`config.mk`:
```
export PLATFORM = sky130hd
export DESIGN_NAME = dial_combination_lock
export DESIGN_NICKNAME = d
export VERILOG_FILES = /design/src/dcl_pkg.sv /design/src/dcl_search.sv /design/src/dial_combination_lock.sv
export VERILOG_INCLUDE_DIRS = /design/src /design/src/src
export SDC_FILE = /design/constraint.sdc
export NUM_CORES = 1
export LEC_CHECK = 0
export ABC_AREA = 1
export BUFFER_PORTS_ARGS = -buffer_cell sky130_fd_sc_hd__buf_2
export CAP_MARGIN = 30
export CORE_ASPECT_RATIO = 1.5
export CORE_MARGIN = 2
export CORE_UTILIZATION = 60
export DETAILED_ROUTE_END_ITERATION = 8
export PLACE_DENSITY = 0.79
export SYNTH_ARGS = -nofsm -noshare
export SYNTH_HDL_FRONTEND = slang
export SYNTH_SLANG_ARGS = --single-unit
```
`constraint.sdc`:
```
create_clock -name clk_i -period 6.93 [get_ports clk_i]
set_input_delay 1.386 -clock clk_i [delete_from_list [all_inputs] [get_ports clk_i]]
set_output_delay 1.386 -clock clk_i [all_outputs]
set_load 0.05 [all_outputs]
```
`src/dial_combination_lock_assert.svh`:
```
// Assertion macros shared by the dial lock RTL.
// Clock clk_i and active-low reset rst_ni must be visible at the point of use.
`ifndef DIAL_COMBINATION_LOCK_ASSERT_SVH
`define DIAL_COMBINATION_LOCK_ASSERT_SVH

// Generic clocked assertion, disabled while in reset.
`define DCL_ASSERT(label, prop, msg) \
  label: assert property (@(posedge clk_i) disable iff (!rst_ni) prop) else $error(msg);

// Implication form: antecedent holds -> consequent holds in the same cycle.
`define DCL_ASSERT_IMP(label, ante, cons, msg) \
  `DCL_ASSERT(label, (ante) |-> (cons), msg)

// Implication form: antecedent holds -> consequent holds in the next cycle.
`define DCL_ASSERT_NXT(label, ante, cons, msg) \
  `DCL_ASSERT(label, (ante) |=> (cons), msg)

`endif

```
`src/dcl_pkg.sv`:
```
// ----------------------------------------------------------------------------
// dcl_pkg
// Types and constants shared by the dial combination lock and its search unit.
// ----------------------------------------------------------------------------
package dcl_pkg;

  localparam int unsigned PosW       = 12;
  localparam int unsigned PosCounts  = 4096;
  localparam int unsigned RelW       = PosW + 1;
  localparam int unsigned MaxElems   = 64;
  localparam int unsigned ElemW      = $clog2(MaxElems);
  localparam int unsigned CntW       = ElemW + 1;
  localparam int unsigned AngW       = PosW + CntW - 1;
  localparam int unsigned CodeLen    = 4;
  localparam int unsigned CodeW      = 6;
  localparam int unsigned DigitW     = 7;
  localparam int unsigned DigIdxW    = 2;
  localparam int unsigned CfgIdxW    = 3;
  localparam int unsigned CfgDataW   = 12;
  localparam int unsigned PhaseW     = 3;

  localparam logic [DigitW-1:0] UndefDigit = 7'd64;

  // configuration register indexes
  localparam logic [CfgIdxW-1:0] CfgCodeFirst  = 3'd0;
  localparam logic [CfgIdxW-1:0] CfgCodeSecond = 3'd1;
  localparam logic [CfgIdxW-1:0] CfgCodeThird  = 3'd2;
  localparam logic [CfgIdxW-1:0] CfgCodeFourth = 3'd3;
  localparam logic [CfgIdxW-1:0] CfgElemStep   = 3'd4;
  localparam logic [CfgIdxW-1:0] CfgSnapTol    = 3'd5;
  localparam logic [CfgIdxW-1:0] CfgDialElems  = 3'd6;

  // phase codes as seen on the result
  localparam logic [PhaseW-1:0] PhCodeInit    = 3'd0;
  localparam logic [PhaseW-1:0] PhCodeEnter   = 3'd1;
  localparam logic [PhaseW-1:0] PhCodeCheck   = 3'd2;
  localparam logic [PhaseW-1:0] PhCodeCorrect = 3'd3;
  localparam logic [PhaseW-1:0] PhCodeWrong   = 3'd4;

  typedef enum logic [4:0] {
    PH_INIT    = 5'b00001,
    PH_ENTER   = 5'b00010,
    PH_CHECK   = 5'b00100,
    PH_CORRECT = 5'b01000,
    PH_WRONG   = 5'b10000
  } phase_e;

  typedef enum logic [3:0] {
    ST_IDLE   = 4'b0001,
    ST_LOAD   = 4'b0010,
    ST_SEARCH = 4'b0100,
    ST_UPDATE = 4'b1000
  } seq_state_e;

  // search unit status toward the sequencer
  typedef struct packed {
    logic             done;
    logic             found;
    logic [ElemW-1:0] index;
  } srch_res_t;

  function automatic logic [PhaseW-1:0] phase_code(phase_e ph);
    logic [PhaseW-1:0] c;
    c = PhCodeInit;
    unique case (ph)
      PH_INIT:    c = PhCodeInit;
      PH_ENTER:   c = PhCodeEnter;
      PH_CHECK:   c = PhCodeCheck;
      PH_CORRECT: c = PhCodeCorrect;
      PH_WRONG:   c = PhCodeWrong;
      default:    c = PhCodeInit;
    endcase
    return c;
  endfunction

endpackage

```
`src/dcl_search.sv`:
```
// ----------------------------------------------------------------------------
// dcl_search
// Walks the dial elements one per cycle and reports the first one whose angle
// lies strictly within the tolerance of the relative position.
// ----------------------------------------------------------------------------
module dcl_search (
  input  logic                       clk_i,
  input  logic                       rst_ni,
  input  logic                       start_i,
  input  logic [dcl_pkg::RelW-1:0]   rel_i,
  input  logic [dcl_pkg::CntW-1:0]   n_i,
  input  logic [dcl_pkg::PosW-1:0]   step_i,
  input  logic [dcl_pkg::PosW-1:0]   tol_i,
  output dcl_pkg::srch_res_t         res_o
);
  import dcl_pkg::*;

  localparam int unsigned DiffW = AngW + 2;

  logic                busy_q, busy_d;
  logic [CntW-1:0]     idx_q, idx_d;
  logic [AngW-1:0]     ang_q, ang_d;
  logic signed [DiffW-1:0] diff;
  logic [DiffW-1:0]    mag;
  logic                in_range, hit, done;

  // signed distance between position and the current element angle
  assign diff = $signed({{(DiffW-RelW){1'b0}}, rel_i}) - $signed({2'b00, ang_q});
  assign mag  = diff[DiffW-1] ? DiffW'(-diff) : DiffW'(diff);
  assign in_range = idx_q < n_i;
  assign hit  = in_range && (mag < {{(DiffW-PosW){1'b0}}, tol_i});
  assign done = busy_q && (hit || !in_range);

  always_comb begin
    busy_d = busy_q;
    idx_d  = idx_q;
    ang_d  = ang_q;
    if (start_i) begin
      busy_d = 1'b1;
      idx_d  = '0;
      ang_d  = '0;
    end else if (busy_q) begin
      if (done) begin
        busy_d = 1'b0;
      end else begin
        idx_d = idx_q + CntW'(1);
        ang_d = ang_q + {{(AngW-PosW){1'b0}}, step_i};
      end
    end
  end

  always_ff @(posedge clk_i or negedge rst_ni) begin
    if (!rst_ni) begin
      busy_q <= 1'b0;
      idx_q  <= '0;
      ang_q  <= '0;
    end else begin
      busy_q <= busy_d;
      idx_q  <= idx_d;
      ang_q  <= ang_d;
    end
  end

  assign res_o.done  = done;
  assign res_o.found = busy_q && hit;
  assign res_o.index = idx_q[ElemW-1:0];

`include "dial_combination_lock_assert.svh"

  `DCL_ASSERT_IMP(a_found_in_range, res_o.found, idx_q < n_i, "search hit beyond element count")
  `DCL_ASSERT_IMP(a_no_restart_busy, start_i, !busy_q, "search restarted while busy")
  `DCL_ASSERT_NXT(a_done_ends_busy, done && !start_i, !busy_q, "search kept running after done")

endmodule

```
`src/dial_combination_lock.sv`:
```
// ----------------------------------------------------------------------------
// dial_combination_lock: one result per tick or restart; reset clears all state, no clear pass.
// Each item passes ST_LOAD, then the element search on an enter tick, then ST_UPDATE;
// the search checks one candidate per cycle, min(dial_elements, 64) of them on a miss.
// Items enter only in ST_IDLE, after the prior result issues; ST_UPDATE stalls while one waits.
// ----------------------------------------------------------------------------
module dial_combination_lock (
  input  logic                          clk_i,
  input  logic                          rst_ni,
  input  logic                          in_valid_i,
  output logic                          in_ready_o,
  input  logic                          kind_i,
  input  logic [dcl_pkg::PosW-1:0]      dial_position_i,
  output logic                          out_valid_o,
  input  logic                          out_ready_i,
  output logic [dcl_pkg::PhaseW-1:0]    phase_o,
  output logic [dcl_pkg::DigitW-1:0]    entered_first_o,
  output logic [dcl_pkg::DigitW-1:0]    entered_second_o,
  output logic [dcl_pkg::DigitW-1:0]    entered_third_o,
  output logic [dcl_pkg::DigitW-1:0]    entered_fourth_o,
  output logic                          open_pulse_o,
  output logic                          wrong_pulse_o,
  output logic [dcl_pkg::DigIdxW-1:0]   digit_position_o,
  input  logic                          cfg_we_i,
  input  logic [dcl_pkg::CfgIdxW-1:0]   cfg_index_i,
  input  logic [dcl_pkg::CfgDataW-1:0]  cfg_data_i
);
  import dcl_pkg::*;

  // configuration
  logic [CodeW-1:0]  code_q [CodeLen];
  logic [PosW-1:0]   step_q, tol_q;
  logic [CntW-1:0]   elems_q;

  // sequencer and lock state
  seq_state_e        state_q, state_d;
  phase_e            phase_q, phase_d;
  logic              kind_q, kind_d;
  logic [PosW-1:0]   pos_q, pos_d;
  logic              first_q, first_d;
  logic [DigitW-1:0] entered_q [CodeLen];
  logic [DigitW-1:0] entered_d [CodeLen];
  logic [DigIdxW-1:0] digit_q, digit_d;
  logic [ElemW-1:0]  last_q, last_d;
  logic [ElemW-1:0]  cur_q, cur_d;
  logic              ccw_q, ccw_d;
  logic [PosW-1:0]   null_q, null_d;
  logic [RelW-1:0]   rel_q, rel_d;
  logic [CntW-1:0]   n_q, n_d;
  logic              open_q, open_d;
  logic              wrong_q, wrong_d;
  logic              out_valid_q, out_valid_d;

  logic              srch_start;
  srch_res_t         srch_res;
  logic [PosW-1:0]   rel_cw;
  logic              rising, falling, code_ok, can_finish;

  always_ff @(posedge clk_i or negedge rst_ni) begin
    if (!rst_ni) begin
      for (int k = 0; k < CodeLen; k++) code_q[k] <= '0;
      step_q  <= 12'd102;
      tol_q   <= 12'd20;
      elems_q <= 7'd40;
    end else if (cfg_we_i) begin
      unique case (cfg_index_i)
        CfgCodeFirst:  code_q[0] <= cfg_data_i[CodeW-1:0];
        CfgCodeSecond: code_q[1] <= cfg_data_i[CodeW-1:0];
        CfgCodeThird:  code_q[2] <= cfg_data_i[CodeW-1:0];
        CfgCodeFourth: code_q[3] <= cfg_data_i[CodeW-1:0];
        CfgElemStep:   step_q    <= cfg_data_i[PosW-1:0];
        CfgSnapTol:    tol_q     <= cfg_data_i[PosW-1:0];
        CfgDialElems:  elems_q   <= cfg_data_i[CntW-1:0];
        default: ;
      endcase
    end
  end

  dcl_search u_search (
    .clk_i   (clk_i),
    .rst_ni  (rst_ni),
    .start_i (srch_start),
    .rel_i   (rel_q),
    .n_i     (n_q),
    .step_i  (step_q),
    .tol_i   (tol_q),
    .res_o   (srch_res)
  );

  assign rel_cw     = pos_q - null_q;
  assign can_finish = !out_valid_q || out_ready_i;
  assign rising  = (cur_q > last_q) ||
                   ((cur_q == '0) && (n_q != '0) && ({1'b0, last_q} == n_q - CntW'(1)));
  assign falling = cur_q < last_q;

  always_comb begin
    code_ok = 1'b1;
    for (int k = 0; k < CodeLen; k++) begin
      if (entered_q[k] != {1'b0, code_q[k]}) code_ok = 1'b0;
    end
  end

  always_comb begin
    state_d     = state_q;
    phase_d     = phase_q;
    kind_d      = kind_q;
    pos_d       = pos_q;
    first_d     = first_q;
    entered_d   = entered_q;
    digit_d     = digit_q;
    last_d      = last_q;
    cur_d       = cur_q;
    ccw_d       = ccw_q;
    null_d      = null_q;
    rel_d       = rel_q;
    n_d         = n_q;
    open_d      = open_q;
    wrong_d     = wrong_q;
    out_valid_d = out_valid_q && !out_ready_i;
    srch_start  = 1'b0;

    unique case (state_q)
      ST_IDLE: begin
        if (in_valid_i) begin
          kind_d  = kind_i;
          pos_d   = dial_position_i;
          state_d = ST_LOAD;
        end
      end
      ST_LOAD: begin
        if (!kind_q && (phase_q == PH_ENTER)) begin
          if (first_q) begin
            first_d = 1'b0;
            cur_d   = '0;
            last_d  = '0;
          end
          // mirrored zero stays at a full turn
          rel_d = ccw_q ? RelW'(PosCounts) - {1'b0, rel_cw} : {1'b0, rel_cw};
          n_d   = (elems_q > CntW'(MaxElems)) ? CntW'(MaxElems) : elems_q;
          srch_start = 1'b1;
          state_d    = ST_SEARCH;
        end else begin
          state_d = ST_UPDATE;
        end
      end
      ST_SEARCH: begin
        if (srch_res.done) begin
          if (srch_res.found) cur_d = srch_res.index;
          state_d = ST_UPDATE;
        end
      end
      ST_UPDATE: begin
        if (can_finish) begin
          out_valid_d = 1'b1;
          open_d      = 1'b0;
          wrong_d     = 1'b0;
          state_d     = ST_IDLE;
          if (kind_q) begin
            phase_d = PH_INIT;
            first_d = 1'b1;
          end else begin
            unique case (phase_q)
              PH_INIT: begin
                for (int k = 0; k < CodeLen; k++) entered_d[k] = UndefDigit;
                ccw_d   = 1'b1;
                null_d  = pos_q;
                phase_d = PH_ENTER;
                first_d = 1'b1;
              end
              PH_ENTER: begin
                if (rising) begin
                  last_d = cur_q;
                  entered_d[digit_q] = {1'b0, cur_q};
                end else if (falling) begin
                  last_d = cur_q;
                  if (digit_q == DigIdxW'(CodeLen - 1)) begin
                    phase_d = PH_CHECK;
                    first_d = 1'b1;
                    digit_d = '0;
                  end else begin
                    ccw_d   = !ccw_q;
                    null_d  = pos_q;
                    last_d  = '0;
                    cur_d   = '0;
                    digit_d = digit_q + DigIdxW'(1);
                  end
                end
              end
              PH_CHECK: begin
                phase_d = code_ok ? PH_CORRECT : PH_WRONG;
                first_d = 1'b1;
              end
              PH_CORRECT: begin
                open_d  = 1'b1;
                phase_d = PH_INIT;
                first_d = 1'b1;
              end
              PH_WRONG: begin
                wrong_d = 1'b1;
                phase_d = PH_INIT;
                first_d = 1'b1;
              end
              default: ;
            endcase
          end
        end
      end
      default: state_d = ST_IDLE;
    endcase
  end

  always_ff @(posedge clk_i or negedge rst_ni) begin
    if (!rst_ni) begin
      state_q     <= ST_IDLE;
      phase_q     <= PH_INIT;
      kind_q      <= 1'b0;
      pos_q       <= '0;
      first_q     <= 1'b1;
      for (int k = 0; k < CodeLen; k++) entered_q[k] <= UndefDigit;
      digit_q     <= '0;
      last_q      <= '0;
      cur_q       <= '0;
      ccw_q       <= 1'b1;
      null_q      <= '0;
      rel_q       <= '0;
      n_q         <= '0;
      open_q      <= 1'b0;
      wrong_q     <= 1'b0;
      out_valid_q <= 1'b0;
    end else begin
      state_q     <= state_d;
      phase_q     <= phase_d;
      kind_q      <= kind_d;
      pos_q       <= pos_d;
      first_q     <= first_d;
      entered_q   <= entered_d;
      digit_q     <= digit_d;
      last_q      <= last_d;
      cur_q       <= cur_d;
      ccw_q       <= ccw_d;
      null_q      <= null_d;
      rel_q       <= rel_d;
      n_q         <= n_d;
      open_q      <= open_d;
      wrong_q     <= wrong_d;
      out_valid_q <= out_valid_d;
    end
  end

  assign in_ready_o       = state_q == ST_IDLE;
  assign out_valid_o      = out_valid_q;
  assign phase_o          = phase_code(phase_q);
  assign entered_first_o  = entered_q[0];
  assign entered_second_o = entered_q[1];
  assign entered_third_o  = entered_q[2];
  assign entered_fourth_o = entered_q[3];
  assign open_pulse_o     = open_q;
  assign wrong_pulse_o    = wrong_q;
  assign digit_position_o = digit_q;

`include "dial_combination_lock_assert.svh"

  `DCL_ASSERT(a_pulses_exclusive, !(open_q && wrong_q), "open and wrong pulse together")
  `DCL_ASSERT_IMP(a_digit_on_update, !$stable(digit_q), $past(state_q == ST_UPDATE), "bad digit step")
  `DCL_ASSERT_NXT(a_transfer_loads, in_valid_i && in_ready_o, state_q == ST_LOAD, "item not loaded")
  `DCL_ASSERT_IMP(a_phase_on_update, !$stable(phase_q), $past(state_q == ST_UPDATE), "bad phase step")

endmodule

```
==> impl_metrics.py <==
metrics = {
    "place": {
        "gp_congestion": 0.9965,
        "placed_cells_incl_taps": 1872,
        "io_buffers": 69,
        "place.detailed.hpwl_um": 23580,
    },
    "cells_and_area": {
        "layout_common_cells": "nand2_1, inv_1, dfrtp_1",
        "area_growth_pct": 10.58,
        "drive_gt1_frac": 0.1110,
        "final_cells": 1905,
        "utilization": 0.6759,
        "final_common_cell": "nand2_1",
        "final_nets": 1740,
        "diodes": 0,
    },
    "cts": {
        "hold_buffers": 0,
        "cts_inserted_buffers": 17,
        "postCtsResizedCells": 0,
        "post-cts-setup-buffers": 0,
        "cts_sinks": 182,
        "root_buffer": "clkbuf_16",
        "clkSlewWorstSetupHoldPaths_ns": 0.08,
        "htreeDepth": 4,
        "clk_path_buf_depth": 2,
        "clk_latency_ns": 0.44,
        "cts_tree": "yes",
    },
    "synthesis": {
        "ys.flop_type": "dfrtp_1",
        "synth_nets": 1672,
        "synth_xor_area_frac": 0.05085,
        "synth.cell_area_um2": 11710,
        "synth_compound_area_frac": 0.1300,
        "synth.distinct_cells": 52,
        "ys_seq_area_frac": 0.3906,
        "yosys.area.top_type": "dfrtp_1",
        "synth-simple-area-share": 0.2614,
        "synth.top_cells.by_area": "dfrtp_1, nand2_1, inv_1, ha_1, o21ai_0",
        "synth_warnings": 0,
        "netlist_instances": 1568,
        "synthAdderAreaFrac": 0.07777,
        "async_flop_share": 1.000,
        "synth.avg_cell_area_um2": 7.470,
        "synth_top_family_by_area": "simple AND/OR/NAND/NOR gates",
        "synthMuxAreaShare": 0,
        "synth_top_area_share": 0.3547,
        "synth_edf_count": 0,
        "ys_ff_latch": 182,
    },
    "grt": {
        "grt_pass1_vias": 10760,
        "antenna_found_initial": 0,
        "grt_use_total": 0.3078,
        "grt-ovfl-total": 0,
        "grt_pass1_wl_um": 51050,
        "grt_max_degree": 81,
    },
    "worst_setup_path": {
        "cp-startpoint": "rel_q[0]$_DFFE_PN0P_",
        "ff2ff_path_depth": 32,
        "cp.required_ns": 7.25,
        "cp_data_arrival_time_ns": 5.14,
        "end_kind": "flip-flop",
        "critPathSlowestCell": "nand3_1",
        "r2r_start": "rel_q[0]$_DFFE_PN0P_",
        "reg2reg_slack_ns": 2.11,
        "cp_slowest_stage_delay_ns": 0.54,
        "cp_common_cell": "nand2_1",
        "cp_max_fo": 19,
        "crit_type": "reg -> reg",
        "start_kind": "flip-flop",
        "r2r-end": "u_search.ang_q[7]$_DFFE_PN0P_",
        "worstSetupEndpoint": "u_search.ang_q[7]$_DFFE_PN0P_",
    },
    "floorplanning": {
        "top_level_ports": 70,
        "die_area_um2": 20680,
        "dieHeight_um": 175.1,
        "core_area_um2": 19160,
        "rows": 62,
        "initial_core_util": 0.6113,
        "die_w_um": 118.1,
    },
    "sta": {
        "max_slew_margin": 0.4504,
        "skew_ns": 0.01249,
        "period_needed_ns": 4.817,
        "tightestPinTransition_ns": 0.8245,
        "fmax_mhz": 207.6,
        "drv_slew": 0,
        "setup_viol": 0,
        "rsz0062_at_grt": "no",
        "final_hold_viol_count": 0,
        "min_period_over_period": 0.6951,
        "hold_ws_ns": 0.4731,
        "tns_ns": 0,
    },
    "power_and_ir_drop": {
        "power_leakage_uw": 0.006971,
        "combPwrFrac": 0.210,
        "pwr-share-seq": 0.444,
        "internal_power_uw": 1947,
        "power.density_nw_per_um2": 226.3,
        "ir_worst_vdd_v": 0.0001977,
        "p_switching_uw": 983.9,
        "p_sw_frac": 0.3357,
        "clockPowerShare": 0.346,
    },
    "drt": {
        "dr.pass1.iters": 9,
        "drt_iter0_drc": 849,
        "vias_per_cell": 5.647,
        "routed_wirelength_um": 30820,
        "drc": 0,
        "drt-wirelength-per-cell_um": 16.18,
        "vias": 10760,
        "postRouteAntennaNets": 0,
    },
    "hold_path": {
        "worstHoldPathType": "reg -> reg",
        "whs_path_depth": 2,
    },
    "job": {
        "maxCapViolations": 0,
    },
    "outcome": {
        "outcome": "finished clean",
    },
}
-- synth_stat cells (3+ instances only) --
cell	instances
nand3_1	72
nor2_2	7
fa_1	3
a21oi_1	47
nand2_2	8
o21ai_0	138
clkbuf_1	22
clkinv_1	3
xnor2_1	25
inv_1	236
nor2_1	82
nand3_2	3
o211ai_1	4
o21ai_1	3
dfstp_2	16
o22ai_1	9
buf_6	3
a31oi_1	11
o22ai_2	10
o21ai_2	9
nand2_4	3
nand4_1	31
or2_2	8
dfrtp_1	166
inv_2	5
nor3_1	23
xor2_1	43
nand2_1	465
and2_1	5
nor4_1	4
ha_1	68
o31ai_1	7
a21o_1	5
o21bai_1	3
-- kinds of logic after synthesis --
group / Yosys count
flops: 182
xor+xnor: 68
simple gates: 718
compound gates: 258
fa+ha+maj: 71
buf+inv: 271
-- cell type report --
class / instances / area (µm²)
fillers: 1616 / 6210
multi-input cells: 1115 / 6091
flip-flops and latches: 182 / 4574
inverters: 244 / 915.9
clock buffers: 17 / 425.4
repair buffers: 76 / 421.7
well taps: 256 / 320.3
clock inverters: 15 / 202.7
-- sequential cells by signal (all words and copies together) (netlist names), 2 cells and up --
name              flops
entered_first_o       7
u_search.idx_q        7
u_search.ang_q       18
phase_q               5
code_q               24
n_q                   7
entered_second_o      7
pos_q                12
null_q               12
state_q               4
entered_third_o       7
entered_fourth_o      7
cur_q                 6
elems_q               7
last_q                6
tol_q                12
step_q               12
digit_position_o      2
rel_q                13
-- how the worst min path moves through the flow --
stage / to / slack [ns] / startpoint
floorplan: first_q$_DFFE_PN1P_ / 0.45 / first_q$_DFFE_PN1P_
global placement: first_q$_DFFE_PN1P_ / 0.46 / first_q$_DFFE_PN1P_
detailed placement: first_q$_DFFE_PN1P_ / 0.46 / first_q$_DFFE_PN1P_
CTS: entered_first_o[6]$_DFFE_PN1P_ / 0.47 / entered_first_o[6]$_DFFE_PN1P_
global route: first_q$_DFFE_PN1P_ / 0.50 / first_q$_DFFE_PN1P_
finish: entered_first_o[6]$_DFFE_PN1P_ / 0.47 / entered_first_o[6]$_DFFE_PN1P_
-- through the flow --
step | setup slack, ns | total power [µW] | cell area [µm²]
floorplan | 3.137 | 1752 | 11710
global placement | 2.226 | 1903 | 12280
detailed placement | 2.178 | 1927 | 12300
CTS | 2.151 | 2943 | 12920
global route | 1.626 | 3088 | 12950
finish | 2.113 | 2931 | 12950
-- power groups by stage --
stage	clock network, µW	registers, µW	logic [µW]
after floorplan	0	1310	447
after global placement	0	1310	590
after detailed placement	0	1320	611
after CTS	1030	1300	618
after global routing	1070	1310	703
final	1010	1300	616
-- metal layers --
layer	vias up	share of wire	track usage	routed length (µm)
met5	-	0	0	0
met4	0	0.055	0.1727	1702
met3	124	0.035	0.02970	1093
met2	324	0.53	0.5730	16320
met1	5105	0.38	0.3396	11700
li1	5204	-	-	-
-- worst max-delay path, delay by kind of cell, from the launching register on --
kind                       cells  cell delay (ns)
buffers and inverters          5             0.49
adders and majority gates      3             0.93
AOI/OAI and AO/OA              4             0.34
and+or+nand+nor               19             2.38
xor gates and xnor gates       1             0.16
DFF                            1             0.38
Power figures use the tool's default switching activity.
